<file path="src/sv/sec2cal_pkg.sv">
// Package: types, constants and microcode for the seconds-to-calendar converter.
`timescale 1ns / 1ps
package sec2cal_pkg;

    localparam int SECS_W  = 32;
    localparam int YEAR_W  = 7;
    localparam int MONTH_W = 4;
    localparam int DAY_W   = 5;
    localparam int HOUR_W  = 5;
    localparam int MIN_W   = 6;
    localparam int SEC_W   = 6;

    localparam int MAX_YEARS_DEF = 69;

    localparam logic [SECS_W-1:0] SECS_LEAP_YEAR   = 32'd31622400;
    localparam logic [SECS_W-1:0] SECS_COMMON_YEAR = 32'd31536000;
    localparam logic [SECS_W-1:0] SECS_PER_DAY     = 32'd86400;
    localparam logic [SECS_W-1:0] SECS_PER_HOUR    = 32'd3600;
    localparam logic [SECS_W-1:0] SECS_PER_MIN     = 32'd60;
    localparam logic [SECS_W-1:0] SECS_FEB_COMMON  = 32'd2419200;

    localparam int NUM_MONTHS = 12;
    localparam logic [MONTH_W-1:0] MONTH_FEB  = 4'd1;
    localparam logic [MONTH_W-1:0] MONTH_LAST = 4'd11;

    // Month lengths in seconds, February as in a leap year.
    localparam logic [SECS_W-1:0] MONTH_SECS [NUM_MONTHS] = '{
        32'd2678400, 32'd2505600, 32'd2678400, 32'd2592000,
        32'd2678400, 32'd2592000, 32'd2678400, 32'd2678400,
        32'd2592000, 32'd2678400, 32'd2592000, 32'd2678400
    };

    // Saturated result when the count runs past the last year.
    localparam logic [MONTH_W-1:0] SAT_MONTH = 4'd12;
    localparam logic [DAY_W-1:0]   SAT_DAY   = 5'd31;
    localparam logic [HOUR_W-1:0]  SAT_HOUR  = 5'd23;
    localparam logic [MIN_W-1:0]   SAT_MIN   = 6'd59;
    localparam logic [SEC_W-1:0]   SAT_SEC   = 6'd59;

    typedef enum logic [2:0] {
        K_NONE  = 3'd0,
        K_YEAR  = 3'd1,
        K_MONTH = 3'd2,
        K_DAY   = 3'd3,
        K_HOUR  = 3'd4,
        K_MIN   = 3'd5
    } t_ksel;

    localparam int UC_DEPTH = 6;
    localparam int UPC_W    = $clog2(UC_DEPTH);
    typedef logic [UPC_W-1:0] t_upc;

    localparam t_upc A_YEAR  = 3'd0;
    localparam t_upc A_MONTH = 3'd1;
    localparam t_upc A_DAY   = 3'd2;
    localparam t_upc A_HOUR  = 3'd3;
    localparam t_upc A_MIN   = 3'd4;
    localparam t_upc A_DONE  = 3'd5;

    typedef struct packed {
        t_ksel ksel;
        logic  loop;
        logic  fin;
        t_upc  nxt;
    } t_uop;

    localparam t_uop UCODE [UC_DEPTH] = '{
        '{ksel: K_YEAR,  loop: 1'b1, fin: 1'b0, nxt: A_MONTH},
        '{ksel: K_MONTH, loop: 1'b1, fin: 1'b0, nxt: A_DAY},
        '{ksel: K_DAY,   loop: 1'b1, fin: 1'b0, nxt: A_HOUR},
        '{ksel: K_HOUR,  loop: 1'b1, fin: 1'b0, nxt: A_MIN},
        '{ksel: K_MIN,   loop: 1'b1, fin: 1'b0, nxt: A_DONE},
        '{ksel: K_NONE,  loop: 1'b0, fin: 1'b1, nxt: A_YEAR}
    };

    typedef struct packed {
        logic  load;
        logic  step;
        logic  sat;
        logic  finish;
        t_ksel ksel;
    } t_dp_ctl;

    typedef struct packed {
        logic ge;
        logic max_year;
        logic last_month;
    } t_dp_sts;

    typedef struct packed {
        logic [YEAR_W-1:0]  year;
        logic [MONTH_W-1:0] month;
        logic [DAY_W-1:0]   day;
        logic [HOUR_W-1:0]  hour;
        logic [MIN_W-1:0]   minute;
        logic [SEC_W-1:0]   second;
    } t_result;

endpackage

</file>
<file path="src/sv/seconds_to_calendar_date_time.sv">
// Top level: seconds-since-2000 to calendar date and time converter.
`timescale 1ns / 1ps
// Converts a signed seconds count since 2000-01-01 00:00:00 (sign dropped) to
// year offset, month, day, hour, minute and second. Pulse start while busy is
// low to issue a request; busy stays high until the result is out. The result
// appears on the o_ ports for exactly one cycle with o_valid high and must be
// captured then: there is no backpressure. A small microcode program drives a
// single 32-bit compare-subtract unit, at most one subtraction per cycle,
// removing whole years, months, days, hours and minutes in turn. A count past
// the end of year offset MAX_YEARS stops early and returns the last second of
// that year.
module seconds_to_calendar_date_time #(
    parameter int MAX_YEARS = sec2cal_pkg::MAX_YEARS_DEF
) (
    input  logic                                  i_clk,
    input  logic                                  i_rst_n,
    input  logic                                  start,
    output logic                                  busy,
    input  logic signed [sec2cal_pkg::SECS_W-1:0] i_seconds_count,
    output logic                                  o_valid,
    output logic [sec2cal_pkg::YEAR_W-1:0]        o_year_offset,
    output logic [sec2cal_pkg::MONTH_W-1:0]       o_month_number,
    output logic [sec2cal_pkg::DAY_W-1:0]         o_day_of_month,
    output logic [sec2cal_pkg::HOUR_W-1:0]        o_hour_of_day,
    output logic [sec2cal_pkg::MIN_W-1:0]         o_minute_of_hour,
    output logic [sec2cal_pkg::SEC_W-1:0]         o_second_of_minute
);
    import sec2cal_pkg::*;

    t_dp_ctl ctl;
    t_dp_sts sts;
    t_result res;
    logic    r_valid;

    sec2cal_seq u_seq (
        .i_clk   (i_clk),
        .i_rst_n (i_rst_n),
        .i_start (start),
        .i_sts   (sts),
        .o_ctl   (ctl),
        .o_busy  (busy)
    );

    sec2cal_dp #(
        .MAX_YEARS (MAX_YEARS)
    ) u_dp (
        .i_clk     (i_clk),
        .i_seconds (i_seconds_count),
        .i_ctl     (ctl),
        .o_sts     (sts),
        .o_result  (res)
    );

    always_ff @(posedge i_clk) begin
        if (!i_rst_n) begin
            r_valid <= 1'b0;
        end else begin
            r_valid <= ctl.finish;
        end
    end

    always_ff @(posedge i_clk) begin
        if (ctl.finish) begin
            o_year_offset      <= res.year;
            o_month_number     <= res.month;
            o_day_of_month     <= res.day;
            o_hour_of_day      <= res.hour;
            o_minute_of_hour   <= res.minute;
            o_second_of_minute <= res.second;
        end
    end

    assign o_valid = r_valid;

endmodule

</file>
<file path="src/sv/sec2cal_dp.sv">
// Datapath: remainder register, constant select, compare-subtract and field counters.
`timescale 1ns / 1ps
module sec2cal_dp #(
    parameter int MAX_YEARS = sec2cal_pkg::MAX_YEARS_DEF
) (
    input  logic                                i_clk,
    input  logic [sec2cal_pkg::SECS_W-1:0]      i_seconds,
    input  sec2cal_pkg::t_dp_ctl                i_ctl,
    output sec2cal_pkg::t_dp_sts                o_sts,
    output sec2cal_pkg::t_result                o_result
);
    import sec2cal_pkg::*;

    logic [SECS_W-1:0]  r_rem;
    logic [YEAR_W-1:0]  r_year;
    logic [MONTH_W-1:0] r_month;
    logic [DAY_W-1:0]   r_day;
    logic [HOUR_W-1:0]  r_hour;
    logic [MIN_W-1:0]   r_min;
    logic               r_sat;

    logic [SECS_W-1:0]  k;
    logic [SECS_W:0]    diff;
    logic [SECS_W-1:0]  mag;
    logic               leap;

    assign leap = (r_year[1:0] == 2'b00);
    assign mag  = i_seconds[SECS_W-1] ? (~i_seconds + 1'b1) : i_seconds;

    always_comb begin
        unique case (i_ctl.ksel)
            K_YEAR:  k = leap ? SECS_LEAP_YEAR : SECS_COMMON_YEAR;
            K_MONTH: k = (r_month == MONTH_FEB && !leap) ? SECS_FEB_COMMON
                                                         : MONTH_SECS[r_month];
            K_DAY:   k = SECS_PER_DAY;
            K_HOUR:  k = SECS_PER_HOUR;
            K_MIN:   k = SECS_PER_MIN;
            default: k = '0;
        endcase
    end

    assign diff = {1'b0, r_rem} - {1'b0, k};

    assign o_sts.ge         = !diff[SECS_W];
    assign o_sts.max_year   = (r_year == YEAR_W'(MAX_YEARS));
    assign o_sts.last_month = (r_month == MONTH_LAST);

    always_ff @(posedge i_clk) begin
        if (i_ctl.load) begin
            r_rem   <= mag;
            r_year  <= '0;
            r_month <= '0;
            r_day   <= '0;
            r_hour  <= '0;
            r_min   <= '0;
            r_sat   <= 1'b0;
        end else begin
            if (i_ctl.sat) begin
                r_sat <= 1'b1;
            end
            if (i_ctl.step) begin
                r_rem <= diff[SECS_W-1:0];
                unique case (i_ctl.ksel)
                    K_YEAR:  r_year  <= r_year + 1'b1;
                    K_MONTH: r_month <= r_month + 1'b1;
                    K_DAY:   r_day   <= r_day + 1'b1;
                    K_HOUR:  r_hour  <= r_hour + 1'b1;
                    K_MIN:   r_min   <= r_min + 1'b1;
                    default: ;
                endcase
            end
        end
    end

    always_comb begin
        if (r_sat) begin
            o_result.year   = YEAR_W'(MAX_YEARS);
            o_result.month  = SAT_MONTH;
            o_result.day    = SAT_DAY;
            o_result.hour   = SAT_HOUR;
            o_result.minute = SAT_MIN;
            o_result.second = SAT_SEC;
        end else begin
            o_result.year   = r_year;
            o_result.month  = r_month + 1'b1;
            o_result.day    = r_day + 1'b1;
            o_result.hour   = r_hour;
            o_result.minute = r_min;
            o_result.second = r_rem[SEC_W-1:0];
        end
    end

endmodule

</file>
<file path="src/sv/sec2cal_seq.sv">
// Microcode sequencer: step counter, control ROM lookup and conditional jumps.
`timescale 1ns / 1ps
module sec2cal_seq (
    input  logic                 i_clk,
    input  logic                 i_rst_n,
    input  logic                 i_start,
    input  sec2cal_pkg::t_dp_sts i_sts,
    output sec2cal_pkg::t_dp_ctl o_ctl,
    output logic                 o_busy
);
    import sec2cal_pkg::*;

    t_upc r_pc, n_pc;
    logic r_busy, n_busy;
    t_uop uop;
    logic take;
    logic sat_hit;

    assign uop     = UCODE[r_pc];
    assign take    = i_sts.ge && !(uop.ksel == K_MONTH && i_sts.last_month);
    assign sat_hit = (uop.ksel == K_YEAR) && take && i_sts.max_year;

    always_comb begin
        o_ctl.load   = i_start && !r_busy;
        o_ctl.finish = r_busy && uop.fin;
        o_ctl.sat    = r_busy && !uop.fin && sat_hit;
        o_ctl.step   = r_busy && !uop.fin && uop.loop && take && !sat_hit;
        o_ctl.ksel   = uop.ksel;
    end

    always_comb begin
        n_pc   = r_pc;
        n_busy = r_busy;
        if (o_ctl.load) begin
            n_pc   = A_YEAR;
            n_busy = 1'b1;
        end else if (r_busy) begin
            priority if (uop.fin) begin
                n_pc   = uop.nxt;
                n_busy = 1'b0;
            end else if (sat_hit) begin
                n_pc = A_DONE;
            end else if (take && uop.loop) begin
                n_pc = r_pc;
            end else begin
                n_pc = uop.nxt;
            end
        end
    end

    always_ff @(posedge i_clk) begin
        if (!i_rst_n) begin
            r_pc   <= A_YEAR;
            r_busy <= 1'b0;
        end else begin
            r_pc   <= n_pc;
            r_busy <= n_busy;
        end
    end

    assign o_busy = r_busy;

endmodule

</file>
<file path="config.mk">
export PLATFORM = sky130hd
export DESIGN_NAME = seconds_to_calendar_date_time
export DESIGN_NICKNAME = d
export VERILOG_FILES = /design/src/sv/sec2cal_pkg.sv /design/src/sv/seconds_to_calendar_date_time.sv /design/src/sv/sec2cal_dp.sv /design/src/sv/sec2cal_seq.sv
export SDC_FILE = /design/constraint.sdc
export NUM_CORES = 1
export LEC_CHECK = 0
export BUFFER_PORTS_ARGS = -buffer_cell sky130_fd_sc_hd__buf_2
export CAP_MARGIN = 20
export CORE_AREA = 2 2 116 146
export CTS_CLUSTER_DIAMETER = 50
export DETAILED_ROUTE_END_ITERATION = 6
export DIE_AREA = 0 0 118 148
export GPL_TIMING_DRIVEN = 0
export RECOVER_POWER = 50
export SYNTH_ARGS = -nofsm -noshare
export SYNTH_HDL_FRONTEND = slang
export SYNTH_SLANG_ARGS = --single-unit
</file>
<file path="constraint.sdc">
create_clock -name i_clk -period 7.3 [get_ports i_clk]
set_input_delay 1.46 -clock i_clk [delete_from_list [all_inputs] [get_ports i_clk]]
set_output_delay 1.46 -clock i_clk [all_outputs]
set_load 0.03 [all_outputs]
</file>
==> flow_summary.toml, run 1 <==
[run_status]
status = "finished, violations left"
failed_checks = "max-capacitance violations"

[placement]
gp_congestion = 0.850
dp_hpwl_um = 12200
portBuffers = 69
post-place-cells = 956
pre_cts_ws_ns = 2.03

[finish]
syn_to_final_growth_pct = 14.7
fin_nets = 820
layout-drive-gt1-share_pct = 14.7
fill_cells = 1572
diodes = 0
finalNonFillerCells = 972

[logic_synthesis]
postSynthAreaPerCell_sq_um = 9.43
seq_area_frac_synth_pct = 41.4
yosysWarnings = 0
yosysTopAreaCell = "edfxtp_1"
synth_seq_cells = 98
async_reset_ff_share_pct = 0
ys_types = 65
syn_nets = 739
synth_flop_cell = "edfxtp_1"
synth_cells = 670
syn_area_sq_mm = 0.00631
synth_area_leaders = "edfxtp_1, dfxtp_1, ha_1"
synth_edf_count = 65
netlist.area_leader.share_pct = 30.9

[sta]
slew_violations = 0
hold_ws_ns = 0.470
tightest_slew_ns = 1.50
slew_headroom_pct = 0.153
max_freq_ghz = 0.187
finalHoldViolCount = 0
rsz0062_at_grt = "false"
setup_slack_ns = 1.94
setup_viol = 0
finClkSkew_ns = 0.0114
min_period_ns = 5.36
finalCritPeriodShare_pct = 73.4

[clock_tree]
clock-root-buffer = "clkbuf_16"
clkTransAtPathRegs_ns = 0.07
post_cts_buffers = 0
cts_tree = "built"
clk_path_buf_depth = 2
cts_max_level = 3
cts_resized = 0
numCtsBuffers = 9
clock_latency_ns = 0.35
hold_buffers = 0
clock_sinks = 98

[setup_path]
crit_arrival_ns = 5.46
worst-setup-path-type = "register to register"
reg2reg_slack_ns = 1.94
cp-end-kind = "register"
critical_path_required_ns = 7.40
timing.rr.end = "u_dp.r_rem[16]$_DFFE_PP_"
r2r_start = "u_seq.r_pc[0]$_SDFFE_PP0P_"
start_kind = "register"
critPathMaxFanout = 23
r2r_cells = 18

[die]
io_pins = 70
die_w_um = 118
die_height_um = 148
rows = 52
core-area_sq_mm = 0.0161
initial_core_util_pct = 39.3
dieArea_sq_mm = 0.0175

[grt]
gr-usage-all-layers_pct = 18.4
grt_start_max_net_pins = 37
grt_pass1_vias = 5340
grt_pass1_wl_um = 25800
grt_overflow = 0
antenna_found_initial = 0

[routing]
via_count = 5343
drc = 0
initialDrtViolationCount = 365
wl_um = 16000
firstDrtPassIters = 5
antenna_left = 0
viasPerCell = 5.50
routedWlPerCell_um = 16.4

[min_path]
min_path_type = "register to register"
hp-start = "u_dp.r_hour[4]$_SDFFE_PP0P_"
min_path_cells = 1
holdPathEnd = "u_dp.r_hour[4]$_SDFFE_PP0P_"

[power]
powerDensity_mw_per_mm2 = 254
p_total_mw = 1.84
cellLeakagePower_nw = 2.73
ir_worst_vdd_mv = 0.107

[flow_run]
cap_viol_max_count = 1
## cell families after synthesis
kind of cell	share of synthesized area [%]
compound gates	19.6
xor+xnor	7.21
fa+ha+maj	6.86
buf+inv	3.72
flops	41.4
mux	1.27
simple gates	20.0
## through the flow
step / setup TNS, ns / utilization, % / instance area [sq um]
2_1_floorplan: 0 / - / 6310
3_3_place_gp: -25.73 / 43.1 / 6930
3_5_place_dp: 0 / 43.4 / 6970
4_1_cts: 0 / 45.3 / 7280
5_1_grt: 0 / 45.1 / 7240
6_report: 0 / 45.1 / 7240
## area by class of cell
| class | instances | area (sq um) | share of cell area (%) |
|---|---|---|---|
| clock buffer | 9 | 225 | 3.11 |
| multi-input combinational | 523 | 3480 | 48.0 |
| timing repair buffer | 70 | 334 | 4.61 |
| clock inverter | 7 | 87.6 | 1.21 |
| sequential | 98 | 2610 | 36.1 |
| inverter | 20 | 75.1 | 1.04 |
| buffer | 29 | 160 | 2.21 |
| tap | 216 | 270 | 3.73 |
## sequential cells by signal, summed over array words and instances (netlist names)
register	flops
o_day_of_month	5
o_hour_of_day	5
o_minute_of_hour	6
o_month_number	4
o_second_of_minute	6
o_valid	1
o_year_offset	7
u_dp.r_day	5
u_dp.r_hour	5
u_dp.r_min	6
u_dp.r_month	4
u_dp.r_rem	32
u_dp.r_sat	1
u_dp.r_year	7
u_seq.o_busy	1
u_seq.r_pc	3
## critical path, stage by stage (launching register included)
cell,delay [ns]
dfxtp_1,0.39
ha_1,0.31
clkbuf_1,0.37
nand2b_1,0.21
or2_2,0.31
clkbuf_1,0.19
nor2_1,0.18
a21oi_1,0.16
ha_1,0.39
o21a_1,0.13
o21ai_0,0.23
a21oi_1,0.16
o31ai_1,0.60
o211ai_1,0.42
o21ai_4,0.34
buf_8,0.18
buf_12,0.14
o21ai_4,0.12
buf_16,0.25
## placed cells by master, fill, tap and decap left out, types with 11 or more instances in the layout
cell,synthesis,routed
a21o_1,12,12
a21oi_1,44,44
buf_2,1,39
clkbuf_1,19,50
dfxtp_1,33,33
edfxtp_1,65,65
ha_1,33,33
inv_1,19,19
nand2_1,43,43
nand2b_1,15,15
nand3_1,27,27
nor2_1,52,52
nor2b_1,13,13
nor3_1,12,12
o21ai_0,43,42
o31ai_1,22,22
or2_2,25,25
or3_1,11,11
xnor2_1,28,28
xor2_1,24,24
## where the power goes
group | switching, mW | total [mW] | internal (mW)
sequential | 0.0291 | 0.704 | 0.675
clock | 0.226 | 0.499 | 0.273
combinational | 0.372 | 0.635 | 0.263
## cells in the mapped netlist (all sizes together) (4+ instances only)
cell type  number
edfxtp         65
and3            6
nor3           12
clkbuf         19
dfxtp          33
a21oi          47
nand3          27
nor2b          13
a21boi          5
o41ai           7
buf            10
a21o           13
inv            19
xnor2          28
or2            26
nor2           52
o21ai          49
mux2i           8
xor2           24
nand3b          4
o31ai          22
o211ai          8
nand2b         15
or3            15
nor4            6
a31oi          10
or4            11
o21a            6
ha             33
nand2          43
## worst max-delay path by stage
stage / slack, ns / startpoint / endpoint / cells past startpoint
final: 1.94 / u_seq.r_pc[0]$_SDFFE_PP0P_ / u_dp.r_rem[16]$_DFFE_PP_ / 18
after global routing: 1.58 / u_seq.r_pc[0]$_SDFFE_PP0P_ / u_dp.r_rem[16]$_DFFE_PP_ / 18
after CTS: 1.99 / u_seq.r_pc[0]$_SDFFE_PP0P_ / u_dp.r_rem[27]$_DFFE_PP_ / 18
after detailed placement: 2.03 / u_seq.r_pc[0]$_SDFFE_PP0P_ / u_dp.r_rem[6]$_DFFE_PP_ / 18
after global placement: -0.86 / u_seq.r_pc[0]$_SDFFE_PP0P_ / u_dp.r_rem[6]$_DFFE_PP_ / 17
after floorplan: 1.33 / u_seq.r_pc[0]$_SDFFE_PP0P_ / u_dp.r_rem[10]$_DFFE_PP_ / 17
## routing by layer
metal | global-route usage (%) | share of wire, %
met1 | 21.4 | 42
met3 | 2.66 | 4.2
met2 | 34.2 | 52
met4 | 7.05 | 2.3
met5 | 0 | 0
No activity file was read; power rests on OpenSTA's default activity.
==> run 2: changes to the inputs <==
clock period = 5 ns   (was 7.3 ns; I/O delays follow)
==> flow_summary.toml, run 2 (synthesis gave the netlist of run 1 again) <==
[finish]
syn_to_final_growth_pct = 15.0
final_cell_mix = "edfxtp_1, clkbuf_1, nor2_1"
fin_nets = 821
regArea_sq_mm = 0.00261
fill_cells = 1591
finalNonFillerCells = 973
finalInstanceArea_sq_mm = 0.00726
top_register = "u_dp.r_rem"
layout-drive-gt1-share_pct = 15.2
reg_top3 = "u_dp.r_rem (32), o_year_offset (7), u_dp.r_year (7)"
largest_reg_flops = 32
mostFrequentLayoutCell = "edfxtp_1"
diodes = 0
multi_input_area_sq_mm = 0.00351

[sta]
slew_headroom_pct = -6.52
finalHoldViolCount = 0
finalCritPeriodShare_pct = 92.9
hold_ws_ns = 0.480
setup_viol = 0
slew_violations = 37
rsz0062_at_grt = "false"
min_period_ns = 4.64
finClkSkew_ns = 0.0150
setup_tns_ns = 0
tightest_slew_ns = 1.60
max_freq_ghz = 0.215

[setup_path]
cp-startpoint = "u_dp.r_month[1]$_SDFFE_PP0P_"
critPathMaxFanout = 25
cp_slowest_cell = "o211ai_1"
cp-end-kind = "register"
crit_path_cell_trace = "inv_1 -> ha_1 -> a21o_1 -> o21ai_0 -> nor2_1 -> o21ai_0 -> a21oi_1 -> or2_2 -> ha_1 -> nand3_1 -> a21oi_1 -> o31ai_2 -> o211ai_1 -> o21ai_4 -> buf_8 -> buf_12 -> o21ai_4 -> buf_12"
worst-setup-path-type = "register to register"
max_stage_delay_ns = 0.43
crit_arrival_ns = 4.70
timing.rr.end = "u_dp.r_rem[21]$_DFFE_PP_"
reg2reg_slack_ns = 0.36
r2r_start = "u_dp.r_month[1]$_SDFFE_PP0P_"
r2r_cells = 18
critical_path_required_ns = 5.05
start_kind = "register"

[grt]
grt_overflow = 0
grt_pass1_vias = 5180
antenna_found_initial = 0
grt_start_max_net_pins = 37
grt_pass1_wl_um = 25800
gr-usage-all-layers_pct = 18.5

[power]
p_total_mw = 2.65
switchingPower_mw = 0.920
seqPwrFrac_pct = 38.7
ir_worst_vdd_mv = 0.148
switching_share_pct = 34.7
cellLeakagePower_nw = 2.72
clockPowerShare_pct = 26.3
comb_power_share_pct = 34.9
p_int_mw = 1.73
powerDensity_mw_per_mm2 = 365

[routing]
via_count = 5317
antenna_left = 0
routedWlPerCell_um = 16.3
initialDrtViolationCount = 296
firstDrtPassIters = 5
drc = 0
viasPerCell = 5.46
wl_um = 15900

[clock_tree]
cts_tree = "built"
clk_path_buf_depth = 2
cts_max_level = 3
numCtsBuffers = 9
clock-root-buffer = "clkbuf_16"
clock_sinks = 98
clkTransAtPathRegs_ns = 0.07
clock_latency_ns = 0.35

[run_status]
status = "finished, violations left"
failed_checks = "max-capacitance violations, max-slew violations"

[die]
die_w_um = 118
rows = 52
core-area_sq_mm = 0.0161
io_pins = 70
die_height_um = 148
initial_core_util_pct = 39.3
dieArea_sq_mm = 0.0175

[min_path]
min_path_cells = 1
min_path_type = "register to register"
holdPathEnd = "u_dp.r_hour[4]$_SDFFE_PP0P_"
hp-start = "u_dp.r_hour[4]$_SDFFE_PP0P_"

[flow_run]
cap_viol_max_count = 1

[placement]
portBuffers = 69
post-place-cells = 956
dp_hpwl_um = 12200
dpl-instance-area_sq_mm = 0.00696
gp_congestion = 0.895
[run 2: changes by cell type in the layout (fill, tap and decap cells not counted), moves of 2 or more]
cell	change
buf_2	-4
clkbuf_1	+3
clkinv_4	+2
buf_4	+2
[run 2: power groups by stage]
| stage | Clock, mW | Sequential [mW] | Combinational [mW] |
|---|---|---|---|
| after floorplan | 0 | 1.03 | 0.698 |
| after global routing | 0.743 | 1.04 | 1.04 |
| after global placement | 0 | 1.04 | 0.879 |
| after CTS | 0.706 | 1.03 | 0.919 |
| final | 0.698 | 1.03 | 0.926 |
| after detailed placement | 0 | 1.04 | 0.898 |
[run 2: stage by stage]
| stage | setup WS [ns] | utilization [%] |
|---|---|---|
| after floorplan | 0.422 | - |
| after global placement | -0.839 | 43.1 |
| after detailed placement | -0.151 | 43.3 |
| after CTS | 0.0404 | 45.3 |
| after global routing | 0.0148 | 45.2 |
| final | 0.355 | 45.2 |
[run 2: worst max-delay path by stage]
stage	to	slack (ns)	depth (start not counted)
after global routing	u_dp.r_rem[20]$_DFFE_PP_	0.01	18
after detailed placement	u_dp.r_rem[25]$_DFFE_PP_	-0.15	15
after CTS	u_dp.r_rem[21]$_DFFE_PP_	0.04	18
final	u_dp.r_rem[21]$_DFFE_PP_	0.36	18
after global placement	u_dp.r_rem[24]$_DFFE_PP_	-0.84	17
after floorplan	u_dp.r_rem[10]$_DFFE_PP_	0.42	17
[run 2: area by class of cell]
class,instances,share of cell area (%)
multi-input cells,523,48.3
flip-flops and latches,98,36.0
clock inverters,7,1.00
clock buffers,9,3.10
plain buffers,28,2.15
well taps,216,3.72
inverters,20,1.03
repair buffers,72,4.64
[run 2: worst max-delay path: cells and delay by family, from the launching register on]
family	cells	cell delay, ns
DFF	1	0.41
and+or+nand+nor	3	0.52
buffers and inverters	4	0.63
AOI/OAI and AO/OA	9	2.15
adders and majority gates	2	0.60
[run 2: timing repair]
item,4_1_cts,5_1_grt
pin swaps,1,1
resized for setup,3,5
buffers inserted,1,1
hold buffers,0,0
gates cloned,0,0
setup endpoints to repair,26,56
[run 2: routing by layer]
metal / wire (um) / up-vias / GRT usage, %
li1: - / 2652 / -
met1: 6730 / 2504 / 21.9
met2: 7960 / 135 / 33.1
met3: 661 / 26 / 3.05
met4: 547 / 0 / 8.19
met5: 0 / - / 0
==> run 3: changes to the inputs <==
CORE_AREA = 2 2 119 150   (was 2 2 116 146)
DIE_AREA = 0 0 121 152   (was 0 0 118 148)
SYNTH_HIERARCHICAL = 1   (was unset)
==> flow_summary.toml, run 3 <==
[run_status]
status = "finished, violations left"
failed_checks = "max-capacitance violations, max-slew violations"

[sta]
finalCritPeriodShare_pct = 95.2
setup_slack_ns = 0.241
slew_headroom_pct = -2.58
finalHoldViolCount = 0
tightest_slew_ns = 1.54
max_freq_ghz = 0.210
min_period_ns = 4.76
hold_ws_ns = 0.498
finClkSkew_ns = 0.0135
setup_viol = 0
setup_tns_ns = 0
slew_violations = 37

[power]
powerDensity_mw_per_mm2 = 411
comb_power_share_pct = 45.2
cellLeakagePower_nw = 3.06
p_total_mw = 3.23
seqPwrFrac_pct = 33.1
p_int_mw = 1.98
ir_worst_vdd_mv = 0.183
switchingPower_mw = 1.25
switching_share_pct = 38.7
clockPowerShare_pct = 21.7

[grt]
grt_util_met1_pct = 22.0
grt_pass1_vias = 5206
busiest_layer = "met2"
grt_overflow = 0
gr-usage-all-layers_pct = 17.3
antenna_found_initial = 0
grt_pass1_wl_um = 25600
grt_util_met2_pct = 30.1
grt_start_max_net_pins = 37
use_met3_pct = 2.63

[setup_path]
r2r_cells = 25
critPathMaxFanout = 8
r2r_start = "u_seq/r_pc[0]$_SDFFE_PP0P_"
crit_arrival_ns = 5.03
worst-setup-path-type = "register to register"
start_kind = "register"
timing.rr.end = "u_dp/r_year[6]$_SDFFE_PP0P_"
critical_path_required_ns = 5.27
reg2reg_slack_ns = 0.24
cp-end-kind = "register"

[die]
dieArea_sq_mm = 0.0184
die_height_um = 152
die_w_um = 121
rows = 54
io_pins = 70
initial_core_util_pct = 39.0
core-area_sq_mm = 0.0171

[logic_synthesis]
synth_most_common_cell = "nor2_1"
syn_nets = 796
ys_types = 78
postSynthAreaPerCell_sq_um = 9.19
synth-simple-area-share_pct = 22.1
yosysTopAreaCell = "edfxtp_1"
async_reset_ff_share_pct = 0
synth_cells = 725
synth_compound_area_share_pct = 16.8
syn_area_sq_mm = 0.00667
synthMuxAreaShare_pct = 2.27
yosys-top-cells-count = "nor2_1, edfxtp_1, nand2_1"
synth_edf_count = 65
netlist.area_leader.share_pct = 29.3
synth_seq_cells = 98
synth_area_leaders = "edfxtp_1, dfxtp_1, ha_1"
seq_area_frac_synth_pct = 39.2
synth_flop_cell = "edfxtp_1"
synth_xor_area_share_pct = 9.07
yosysWarnings = 6
synth_top_family_by_area = "simple AND/OR/NAND/NOR gates"
synth-adder-area-share_pct = 6.87

[min_path]
hp-start = "u_seq/r_pc[1]$_SDFFE_PP0P_"
min_path_cells = 2
min_path_type = "register to register"
holdPathEnd = "u_seq/r_pc[1]$_SDFFE_PP0P_"

[finish]
syn_to_final_growth_pct = 17.9
layout-drive-gt1-share_pct = 18.3
largest_reg_flops = 32
fin_nets = 892
top_register = "u_dp/r_rem"
mostFrequentLayoutCell = "nor2_1"
final_cell_mix = "nor2_1, edfxtp_1, nand2_1"
diodes = 0
final_core_util_pct = 46.0
reg_top3 = "u_dp/r_rem (32), o_year_offset (7), u_dp/r_year (7)"

[routing]
via_count = 5529
viasPerCell = 5.27
drc = 0
antenna_left = 0
initialDrtViolationCount = 356
firstDrtPassIters = 5
routedWlPerCell_um = 14.9
wl_um = 15700

[clock_tree]
hold_buffers = 0
clk_path_buf_depth = 2
cts_tree = "built"
clock_latency_ns = 0.35
clock_sinks = 98
clock-root-buffer = "clkbuf_16"
cts_max_level = 3
numCtsBuffers = 9
clkTransAtPathRegs_ns = 0.08

[placement]
gp_congestion = 0.885
portBuffers = 69
dp_hpwl_um = 11800
pre_cts_ws_ns = -0.895

[flow_run]
cap_viol_max_count = 1
-- run 3: cell types whose count changed after synthesis, sizes merged, moves of 8 or more --
cell / before / now
o21ai: 49 / 33
nand4: 2 / 10
nand2: 43 / 65
xor2: 24 / 36
nor2: 52 / 77
nand3: 27 / 18
inv: 19 / 29
-- run 3: worst max-delay path, cell delays in order (launching register included) --
cell,delay [ns]
dfxtp_2,0.42
ha_4,0.24
nand2b_1,0.12
inv_2,0.07
clkbuf_8,0.16
inv_2,0.11
ha_4,0.24
nor2_4,0.17
nand2_4,0.09
nor2_4,0.13
a21oi_1,0.11
ha_1,0.36
nand4_1,0.13
or2_0,0.27
a21o_1,0.20
a21oi_2,0.17
a211oi_2,0.11
o21ai_2,0.20
o31a_2,0.18
nand2_1,0.08
nor3_4,0.21
and2_1,0.17
buf_4,0.14
nand4_1,0.13
or3_1,0.36
a21oi_1,0.13
-- run 3: layout make-up --
cell class              instances  area [sq um]
repair buffers                 89           459
fillers                      1702          9230
plain buffers                  27           134
clock buffers                   9           225
multi-input cells             567          3960
inverters                      29           109
flip-flops and latches         98          2610
well taps                     224           280
clock inverters                 7          81.3
-- run 3: worst max-delay path by stage --
| stage | from | slack (ns) | to | cells after the start |
|---|---|---|---|---|
| after floorplan | u_seq/r_pc[0]$_SDFFE_PP0P_ | 0.1 | u_dp/r_min[5]$_SDFFE_PP0P_ | 26 |
| after global placement | u_seq/r_pc[0]$_SDFFE_PP0P_ | -0.90 | u_dp/r_min[5]$_SDFFE_PP0P_ | 26 |
| after detailed placement | u_seq/r_pc[0]$_SDFFE_PP0P_ | -0.90 | u_dp/r_min[5]$_SDFFE_PP0P_ | 26 |
| after CTS | u_seq/r_pc[0]$_SDFFE_PP0P_ | 0.04 | u_dp/r_year[6]$_SDFFE_PP0P_ | 25 |
| after global routing | u_seq/r_pc[0]$_SDFFE_PP0P_ | -0.01 | u_dp/r_day[4]$_SDFFE_PP0P_ | 25 |
| final | u_seq/r_pc[0]$_SDFFE_PP0P_ | 0.24 | u_dp/r_year[6]$_SDFFE_PP0P_ | 25 |
-- run 3: metrics by stage --
step / cell area [sq um] / cells
after floorplan: 6680 / 725
after global placement: 7300 / 1018
after detailed placement: 7300 / 1018
after CTS: 7810 / 1045
after global routing: 7860 / 1050
final: 7860 / 1050
-- run 3: what timing repair did --
item	4_1_cts	5_1_grt
resized for setup	23	12
buffers inserted	12	8
gates cloned	0	0
endpoints found under the setup margin	57	55
pin swaps	10	10
-- run 3: cell families (layout without fill, tap and decap cells) --
kind of cell | count (synthesis) | after routing
AOI/OAI and AO/OA | 167 | 167
xor gates and xnor gates | 69 | 69
adders and majority gates | 36 | 36
buffers and inverters | 60 | 161
DFF | 98 | 98
muxes | 15 | 15
and+or+nand+nor | 280 | 280
-- run 3: metal layers --
layer,routed length (um),vias up
met5,0,-
met1,7040,2563
met4,188,0
li1,-,2821
met2,7860,128
met3,593,17
-- run 3: power groups by stage --
stage	registers (mW)	logic, mW	clock network, mW
after floorplan	1.07	1.05	0
after global placement	1.09	1.32	0
after detailed placement	1.09	1.33	0
after CTS	1.07	1.39	0.720
after global routing	1.08	1.63	0.753
final	1.07	1.46	0.700
